[config.mk]
export PLATFORM = sky130hd
export DESIGN_NAME = sorted_array_insert_top
export DESIGN_NICKNAME = d
export VERILOG_FILES = /design/src/hdl/sai_pkg.sv /design/src/hdl/sorted_array_insert_top.sv /design/src/hdl/sai_datapath.sv /design/src/hdl/sai_ctrl.sv
export SDC_FILE = /design/constraint.sdc
export NUM_CORES = 1
export LEC_CHECK = 0
export BUFFER_PORTS_ARGS = -buffer_cell sky130_fd_sc_hd__buf_2
export CAP_MARGIN = 25
export CORE_MARGIN = 5
export CORE_UTILIZATION = 60
export CTS_CLUSTER_SIZE = 8
export DETAILED_ROUTE_END_ITERATION = 6
export GPL_TIMING_DRIVEN = 1
export PLACE_DENSITY = 0.77
export SLEW_MARGIN = 10
export SYNTH_ARGS = -nofsm -noshare
export SYNTH_HDL_FRONTEND = slang
export SYNTH_SLANG_ARGS = --single-unit
[constraint.sdc]
create_clock -name clk_i -period 6.55 [get_ports clk_i]
set_input_delay 0 -clock clk_i [delete_from_list [all_inputs] [get_ports clk_i]]
set_output_delay 0 -clock clk_i [all_outputs]
set_load 0.005 [all_outputs]
[src/hdl/sai_pkg.sv]
`timescale 1ns / 1ps
`default_nettype none
// ----------------------------------------------------------------------------
// sai_pkg: shared types and constants for the sorted array insert block
// widths of the item fields, default table size, and the command and status
// bundles between the controller and the datapath
// ----------------------------------------------------------------------------
package sai_pkg;

  // field widths
  localparam int unsigned DataW = 32;
  localparam int unsigned IdxW  = 4;
  localparam int unsigned FillW = 5;

  // default table size
  localparam int unsigned SaiCapacity = 16;

  // item modes
  localparam logic ModeInsert = 1'b0;
  localparam logic ModeRead   = 1'b1;

  // commands from the controller to the datapath
  typedef struct packed {
    logic load;    // latch the item and issue the first table read
    logic shift;   // move the entry just read up one place
    logic place;   // write the new value into the gap and finish
    logic reject;  // finish an insert into a full table
    logic read;    // finish a read item
  } sai_cmd_t;

  // status from the datapath to the controller
  typedef struct packed {
    logic full;     // table holds its full capacity
    logic empty;    // table holds nothing
    logic greater;  // entry just read is greater than the new value
    logic j_one;    // scan index has reached the second slot
  } sai_sts_t;

endpackage : sai_pkg
`default_nettype wire

[src/hdl/sorted_array_insert_top.sv]
`timescale 1ns / 1ps
`default_nettype none
// ----------------------------------------------------------------------------
// sorted_array_insert_top: ascending table of signed 32-bit values
// inserts a value after all equal or smaller entries, or reads one entry
//
//   channel   handshake            payload
//   item in   start_i, busy_o      mode_i, value_i, read_index_i
//   result    done_o (one cycle)   accepted_o, position_o, fill_count_o,
//                                  read_value_o, read_valid_o
//
// an insert moving k entries issues load, k shifts and place; a read or a
// rejected insert issues load, then read or reject; the table's single write
// port moves one entry per cycle; the next item is taken in the cycle the
// result beat shows; reset empties the table at once; entries at or above
// the fill count are never returned; the receiver cannot stall: each result
// beat is valid for exactly one cycle
// ----------------------------------------------------------------------------
module sorted_array_insert_top #(
  parameter int unsigned CAPACITY = sai_pkg::SaiCapacity
) (
  input  wire logic                        clk_i,
  input  wire logic                        rst_ni,
  input  wire logic                        start_i,
  output logic                             busy_o,
  input  wire logic                        mode_i,
  input  wire logic signed [sai_pkg::DataW-1:0] value_i,
  input  wire logic [sai_pkg::IdxW-1:0]    read_index_i,
  output logic                             done_o,
  output logic                             accepted_o,
  output logic [sai_pkg::IdxW-1:0]         position_o,
  output logic [sai_pkg::FillW-1:0]        fill_count_o,
  output logic signed [sai_pkg::DataW-1:0] read_value_o,
  output logic                             read_valid_o
);
  import sai_pkg::*;

  sai_cmd_t cmd;
  sai_sts_t sts;

  // sequencer
  sai_ctrl u_ctrl (
    .clk_i   (clk_i),
    .rst_ni  (rst_ni),
    .start_i (start_i),
    .mode_i  (mode_i),
    .sts_i   (sts),
    .cmd_o   (cmd),
    .busy_o  (busy_o)
  );

  // table and result registers
  sai_datapath #(
    .CAPACITY (CAPACITY)
  ) u_datapath (
    .clk_i        (clk_i),
    .rst_ni       (rst_ni),
    .mode_i       (mode_i),
    .value_i      (value_i),
    .read_index_i (read_index_i),
    .cmd_i        (cmd),
    .sts_o        (sts),
    .done_o       (done_o),
    .accepted_o   (accepted_o),
    .position_o   (position_o),
    .fill_count_o (fill_count_o),
    .read_value_o (read_value_o),
    .read_valid_o (read_valid_o)
  );

endmodule : sorted_array_insert_top
`default_nettype wire

[src/hdl/sai_datapath.sv]
`timescale 1ns / 1ps
`default_nettype none
// ----------------------------------------------------------------------------
// sai_datapath: table memory, fill count, scan index and result registers
// moves one entry per cycle while the controller scans down from the top
// ----------------------------------------------------------------------------
module sai_datapath #(
  parameter int unsigned CAPACITY = sai_pkg::SaiCapacity
) (
  input  wire logic                        clk_i,
  input  wire logic                        rst_ni,
  input  wire logic                        mode_i,
  input  wire logic signed [sai_pkg::DataW-1:0] value_i,
  input  wire logic [sai_pkg::IdxW-1:0]    read_index_i,
  input  wire sai_pkg::sai_cmd_t           cmd_i,
  output sai_pkg::sai_sts_t                sts_o,
  output logic                             done_o,
  output logic                             accepted_o,
  output logic [sai_pkg::IdxW-1:0]         position_o,
  output logic [sai_pkg::FillW-1:0]        fill_count_o,
  output logic signed [sai_pkg::DataW-1:0] read_value_o,
  output logic                             read_valid_o
);
  import sai_pkg::*;

  localparam int unsigned AW = (CAPACITY > 1) ? $clog2(CAPACITY) : 1;
  localparam int unsigned CW = $clog2(CAPACITY + 1);
  localparam int unsigned XW = (CW > IdxW) ? CW : IdxW;

  // table storage and its registered read port
  logic signed [DataW-1:0] mem_q [CAPACITY];
  logic signed [DataW-1:0] rdata_q;

  logic [CW-1:0]           count_q, count_d;
  logic [AW-1:0]           j_q, j_d;
  logic signed [DataW-1:0] value_q;
  logic                    in_range_q;

  logic                    rd_en;
  logic [AW-1:0]           raddr;
  logic                    wr_en;
  logic [AW-1:0]           waddr;
  logic signed [DataW-1:0] wdata;

  // status back to the controller
  assign sts_o.full    = (count_q == CW'(CAPACITY));
  assign sts_o.empty   = (count_q == '0);
  assign sts_o.greater = (rdata_q > value_q);
  assign sts_o.j_one   = (j_q == AW'(1));

  // memory port selection and index update
  always_comb begin
    rd_en   = 1'b0;
    raddr   = '0;
    wr_en   = 1'b0;
    waddr   = j_q;
    wdata   = value_q;
    j_d     = j_q;
    count_d = count_q;
    if (cmd_i.load) begin
      rd_en = 1'b1;
      j_d   = AW'(count_q);
      if (mode_i == ModeRead) begin
        raddr = AW'(read_index_i);
      end else begin
        raddr = AW'(count_q - CW'(1));
      end
    end
    if (cmd_i.shift) begin
      wr_en = 1'b1;
      wdata = rdata_q;
      j_d   = j_q - AW'(1);
      rd_en = 1'b1;
      raddr = j_q - AW'(2);
    end
    if (cmd_i.place) begin
      wr_en   = 1'b1;
      wdata   = value_q;
      count_d = count_q + CW'(1);
    end
  end

  // table write and read
  always_ff @(posedge clk_i) begin
    if (wr_en) begin
      mem_q[waddr] <= wdata;
    end
    if (rd_en) begin
      rdata_q <= mem_q[raddr];
    end
  end

  // item latches
  always_ff @(posedge clk_i) begin
    j_q <= j_d;
    if (cmd_i.load) begin
      value_q    <= value_i;
      in_range_q <= (XW'(read_index_i) < XW'(count_q));
    end
  end

  // fill count
  always_ff @(posedge clk_i or negedge rst_ni) begin
    if (!rst_ni) begin
      count_q <= '0;
    end else begin
      count_q <= count_d;
    end
  end

  // result strobe
  always_ff @(posedge clk_i or negedge rst_ni) begin
    if (!rst_ni) begin
      done_o <= 1'b0;
    end else begin
      done_o <= cmd_i.place | cmd_i.reject | cmd_i.read;
    end
  end

  // result payload
  always_ff @(posedge clk_i) begin
    if (cmd_i.place) begin
      accepted_o   <= 1'b1;
      position_o   <= IdxW'(j_q);
      fill_count_o <= FillW'(count_d);
      read_value_o <= '0;
      read_valid_o <= 1'b0;
    end else if (cmd_i.reject) begin
      accepted_o   <= 1'b0;
      position_o   <= '0;
      fill_count_o <= FillW'(count_q);
      read_value_o <= '0;
      read_valid_o <= 1'b0;
    end else if (cmd_i.read) begin
      accepted_o   <= 1'b0;
      position_o   <= '0;
      fill_count_o <= FillW'(count_q);
      read_value_o <= in_range_q ? rdata_q : '0;
      read_valid_o <= in_range_q;
    end
  end

`ifndef NO_ASSERTIONS
  // fill count never passes the capacity
  a_count_bound: assert property (@(posedge clk_i) disable iff (!rst_ni)
    count_q <= CW'(CAPACITY))
    else $error("fill count beyond capacity");

  // a placed value grows the table by one and gives a beat
  a_place_count: assert property (@(posedge clk_i) disable iff (!rst_ni)
    cmd_i.place |=> (done_o && (count_q == $past(count_q) + CW'(1))))
    else $error("place did not grow the table");

  // a beat never claims both a stored insert and a valid read
  a_result_kind: assert property (@(posedge clk_i) disable iff (!rst_ni)
    done_o |-> !(accepted_o && read_valid_o))
    else $error("result marks insert and read together");
`endif

endmodule : sai_datapath
`default_nettype wire

[src/hdl/sai_ctrl.sv]
`timescale 1ns / 1ps
`default_nettype none
// ----------------------------------------------------------------------------
// sai_ctrl: sequencer for the sorted array insert block
// takes an item, scans the table downward one entry per cycle, then finishes
// ----------------------------------------------------------------------------
module sai_ctrl (
  input  wire logic              clk_i,
  input  wire logic              rst_ni,
  input  wire logic              start_i,
  input  wire logic              mode_i,
  input  wire sai_pkg::sai_sts_t sts_i,
  output sai_pkg::sai_cmd_t      cmd_o,
  output logic                   busy_o
);
  import sai_pkg::*;

  typedef enum logic [2:0] {
    StIdle,
    StScan,
    StPlace,
    StReject,
    StRead
  } state_e;

  state_e state_q, state_d;

  // next state and commands
  always_comb begin
    state_d = state_q;
    cmd_o   = '0;
    case (state_q)
      StIdle: begin
        if (start_i) begin
          cmd_o.load = 1'b1;
          if (mode_i == ModeRead) begin
            state_d = StRead;
          end else if (sts_i.full) begin
            state_d = StReject;
          end else if (sts_i.empty) begin
            state_d = StPlace;
          end else begin
            state_d = StScan;
          end
        end
      end
      StScan: begin
        if (sts_i.greater) begin
          cmd_o.shift = 1'b1;
          if (sts_i.j_one) begin
            state_d = StPlace;
          end
        end else begin
          cmd_o.place = 1'b1;
          state_d     = StIdle;
        end
      end
      StPlace: begin
        cmd_o.place = 1'b1;
        state_d     = StIdle;
      end
      StReject: begin
        cmd_o.reject = 1'b1;
        state_d      = StIdle;
      end
      StRead: begin
        cmd_o.read = 1'b1;
        state_d    = StIdle;
      end
      default: begin
        state_d = StIdle;
      end
    endcase
  end

  // state register and busy flag
  always_ff @(posedge clk_i or negedge rst_ni) begin
    if (!rst_ni) begin
      state_q <= StIdle;
      busy_o  <= 1'b0;
    end else begin
      state_q <= state_d;
      busy_o  <= (state_d != StIdle);
    end
  end

`ifndef NO_ASSERTIONS
  // at most one command in any cycle
  a_cmd_onehot: assert property (@(posedge clk_i) disable iff (!rst_ni)
    $onehot0(cmd_o))
    else $error("more than one command at once");

  // every finishing command frees the block for the next item
  a_finish_idle: assert property (@(posedge clk_i) disable iff (!rst_ni)
    (cmd_o.place || cmd_o.reject || cmd_o.read) |=> !busy_o)
    else $error("block still busy after finish");

  // an item is only taken while the block is free
  a_load_free: assert property (@(posedge clk_i) disable iff (!rst_ni)
    cmd_o.load |-> !busy_o)
    else $error("item taken while busy");
`endif

endmodule : sai_ctrl
`default_nettype wire
==> impl_summary.log <==
INFO  metric maxClockFrequency = just over 200 MHz
INFO  metric clock-skew-final = around 26 ps
INFO  metric muxShareOfSynthArea = under 10%
INFO  metric clock-root-buffer = sky130_fd_sc_hd__clkbuf_16
INFO  metric drc = 0
INFO  metric vias_per_cell = around 6.3
INFO  metric clkLatencyLatePin = approximately 620 ps
INFO  metric min-delay-path-class = input pin to flip-flop
INFO  metric number_of_global_route_vias_before_repair = ~16000
INFO  metric drv_cap = 0
INFO  metric crit_arrival = between 5000 and 6000 ps
INFO  metric post_cts_resize_count = 0
INFO  metric grt-ovfl-total = 0
INFO  metric chipHeight = 215 um
INFO  metric worst-r2r-setup-slack = 1680 ps
INFO  metric postCtsSetupBuffers = 0
INFO  metric synth_xor_area_share = less than 1%
INFO  metric cts-htree-levels = 3
INFO  metric post_route_cells_drive_above_1_share = 13.4%
INFO  metric share_of_the_cycle_needed_by_the_critical_path_after_routing = around three quarters
INFO  metric fraction_of_the_yosys_area_taken_by_sequential_cells = approximately 74%
INFO  metric die_area = 46400 sq um
INFO  metric dr.first_iter.drc_count = 2095
INFO  metric grt_max_degree = 92
INFO  metric synthesis.nets = 1983
INFO  metric cp_startpoint_kind = flip-flop
INFO  metric final_min_period = a little under 5000 ps
INFO  metric routed_wirelength = 64700 um
INFO  metric gr-max-usage-layer = met2
INFO  metric cp_slowest_stage_delay = 730 ps
INFO  metric hold_violations = 0
INFO  metric power.ir.vdd_worst = 0.321 mV
INFO  metric clk_path_buf_depth = 3
INFO  metric netlist_area = about 25000 sq um
INFO  metric fin_util = 70.5%
INFO  metric yosys_warnings = 0
INFO  metric critical-path-top-cell-by-count = sky130_fd_sc_hd__nor4_1
INFO  metric setup_viol_count_final = 0
INFO  metric cell_leakage_power = about 11 nW
INFO  metric cellPowerDensity = between 400 and 500 nW/um^2
INFO  metric cts-buffers-inserted = 89
INFO  metric area_growth = 16.5%
INFO  metric finish.instance_area = approximately 30000 sq um
INFO  metric timing_worst_slew_pin_value = 1040 ps
INFO  metric routed_wire_length_per_instance = approximately 24 um
INFO  metric post_synth_and_or_nand_nor_area_fraction = between 10% and 20%
INFO  metric cp_slowest_cell = sky130_fd_sc_hd__nor4_1
INFO  metric number_of_placement_rows = 75
INFO  metric crit_required = ~7000 ps
INFO  metric place.gp.congestion = 0.827
INFO  metric fin_cells = ~2700
INFO  metric grt_pass1_wl = 97800 um
INFO  metric ios = 85
INFO  metric layout_common_cells = sky130_fd_sc_hd__edfxtp_1, sky130_fd_sc_hd__nand2_1, sky130_fd_sc_hd__a21oi_1
INFO  metric n_antenna_cell = 0
INFO  metric synth_top_family_by_area = simple AND/OR/NAND/NOR gates
INFO  metric cts_tree = done
INFO  metric setup.worst_path.class = flip-flop to flip-flop
INFO  metric vias_post_dr = 16669
INFO  metric post_cts_hold_buffer_count = 38
INFO  metric die_width = about 220 um
INFO  metric core_region_area = about 42000 sq um
INFO  metric place.port_buffers = 84
INFO  metric met3_global_route_usage = approximately 5.4%
INFO  metric detailedPlacementHpwl = roughly 34000 um
INFO  metric crit_path_cell_trace = ha_1 -> nand4_1 -> nor4_1 -> a21oi_2 -> and3_1 -> a22oi_1 -> nand2_4 -> buf_12 -> nand2_1 -> a21oi_1 -> nor4_1 -> o211ai_1
INFO  metric final_nets = 2128
INFO  metric synthCells = 1899
INFO  metric synth-seq-cells = between 600 and 700
INFO  metric yosys.area_share.adder = under 10%
INFO  metric yosysUniqueCellTypes = 47
INFO  metric holdWs = 87.0 ps
INFO  metric grt_antenna_before_repair = 1
INFO  metric compound_gate_portion_of_the_synthesized_area = under 10%
INFO  metric placed_cells = 2453
INFO  metric setup_tns = 0 ps
INFO  metric avgSynthCellArea = approximately 13 sq um
INFO  metric starting_utilization_of_the_core_area = roughly three fifths
INFO  metric dpl_cell_area = between 20000 and 30000 sq um
INFO  metric critical_path.max_fanout = just over 90
INFO  metric groute.layer.met1.usage = a little under two fifths
INFO  metric clkSinkCount = between 600 and 700
INFO  metric slew_viol_final = 0
INFO  metric cts.clk_slew.worst_paths = approximately 50 ps
INFO  metric critical_path.endpoint_type = flip-flop
INFO  metric layout.cells.most_common = sky130_fd_sc_hd__edfxtp_1
INFO  metric rsz0062_at_grt = false
INFO  metric gr-usage-all-layers = between 20% and 30%
INFO  metric use_met2 = between 40 and 50%
INFO  metric tritonroute_pass_1_iters = 6
INFO  metric run_status = finished clean
INFO  metric relSlewSlack = between 30% and 40%
INFO  metric antenna_violating_nets_post_route = 0
==> metrics by stage <==
stage / setup WS [ps] / total power [mW]
after floorplan: 2860 / 8.27
after global placement: 1650 / 9.57
after detailed placement: 1570 / 9.74
after CTS: 1550 / 14.0
after global routing: 1540 / 14.7
final: 1680 / 14.1
==> worst paths after layout <==
check,startpoint,end,cells past startpoint
worst max register to register,u_datapath.rdata_q[14],u_datapath.rdata_q[26],12
min in group asynchronous,rst_ni,u_ctrl.state_q[1],3
max in group asynchronous,rst_ni,u_datapath.count_q[1],3
worst min register to register,u_datapath.accepted_o,u_datapath.accepted_o,1
worst max-delay path,u_datapath.rdata_q[14],u_datapath.rdata_q[26],12
worst min-delay path,value_i[21],u_datapath.value_q[21],2
==> layer usage <==
| layer | vias to the layer above | part of all wire [%] |
|---|---|---|
| li1 | 7290 | - |
| met1 | 8171 | 38 |
| met2 | 1040 | 48 |
| met3 | 166 | 11 |
| met4 | 2 | 3.3 |
| met5 | - | 0.020 |
==> registers in the layout, indices dropped and copies added (netlist names), 3 cells and up <==
| name | cells |
|---|---|
| u_datapath.fill_count_o | 5 |
| u_datapath.count_q | 5 |
| u_datapath.j_q | 4 |
| u_datapath.position_o | 4 |
| u_ctrl.state_q | 3 |
| u_datapath.value_q | 32 |
| u_datapath.rdata_q | 32 |
| u_datapath.mem_q | 512 |
| u_datapath.read_value_o | 32 |
==> kinds of logic (layout without fill, tap and decap cells) <==
kind of cell,after synthesis,in the layout
simple gates,713,713
flops,634,634
compound gates,318,318
buf+inv,149,368
fa+ha+maj,44,44
mux,32,32
xor+xnor,9,9
==> final cells by class <==
type                       count  area [sq um]
clock inverter                 6          82.6
clock buffer                 159          2530
timing repair buffer         159          1170
inverter                      44           165
sequential                   634         18600
fill                        2678         12300
tap                          539           674
multi-input combinational   1116          6240
==> worst max-delay path, delay by kind of cell, from the launching register on <==
family / cells / cell delay, ps
simple gates: 6 / 2440
flops: 1 / 420
buf+inv: 1 / 470
compound gates: 4 / 870
fa+ha+maj: 1 / 330
==> power breakdown <==
part           switching [mW]  total [mW]  internal, mW  leakage [nW]
clock network            1.65        4.25          2.60          1.24
logic                    2.80        4.08          1.28          3.54
registers               0.320        5.74          5.42          5.77
total                    4.77        14.1          9.30          10.6
==> Yosys cell counts (all sizes together) <==
| cell | count | area share (%) |
|---|---|---|
| a21o | 6 | 0.18 |
| a21oi | 184 | 3.7 |
| a221o | 1 | 0.040 |
| a22o | 33 | 1.1 |
| a22oi | 1 | 0.030 |
| a32o | 33 | 1.3 |
| a32oi | 2 | 0.069 |
| and2 | 8 | 0.20 |
| and3 | 1 | 0.025 |
| and3b | 2 | 0.069 |
| buf | 47 | 0.97 |
| clkbuf | 58 | 0.86 |
| dfrtp | 10 | 0.99 |
| dfxtp | 34 | 2.7 |
| edfxtp | 590 | 70 |
| ha | 44 | 2.2 |
| inv | 44 | 0.65 |
| mux2 | 31 | 1.4 |
| mux2i | 1 | 0.040 |
| nand2 | 509 | 7.5 |
| nand2b | 6 | 0.15 |
| nand3 | 99 | 2.0 |
| nand4 | 12 | 0.32 |
| nor2 | 27 | 0.41 |
| nor2b | 1 | 0.025 |
| nor3 | 8 | 0.18 |
| nor3b | 2 | 0.059 |
| nor4 | 35 | 0.89 |
| o211a | 2 | 0.079 |
| o211ai | 38 | 1.2 |
| o21a | 1 | 0.030 |
| o21ai | 14 | 0.28 |
| o31a | 2 | 0.069 |
| o32ai | 1 | 0.035 |
| or2 | 1 | 0.025 |
| or3 | 2 | 0.049 |
| xnor2 | 8 | 0.28 |
| xor2 | 1 | 0.035 |
(Power assumes the default switching activity.)
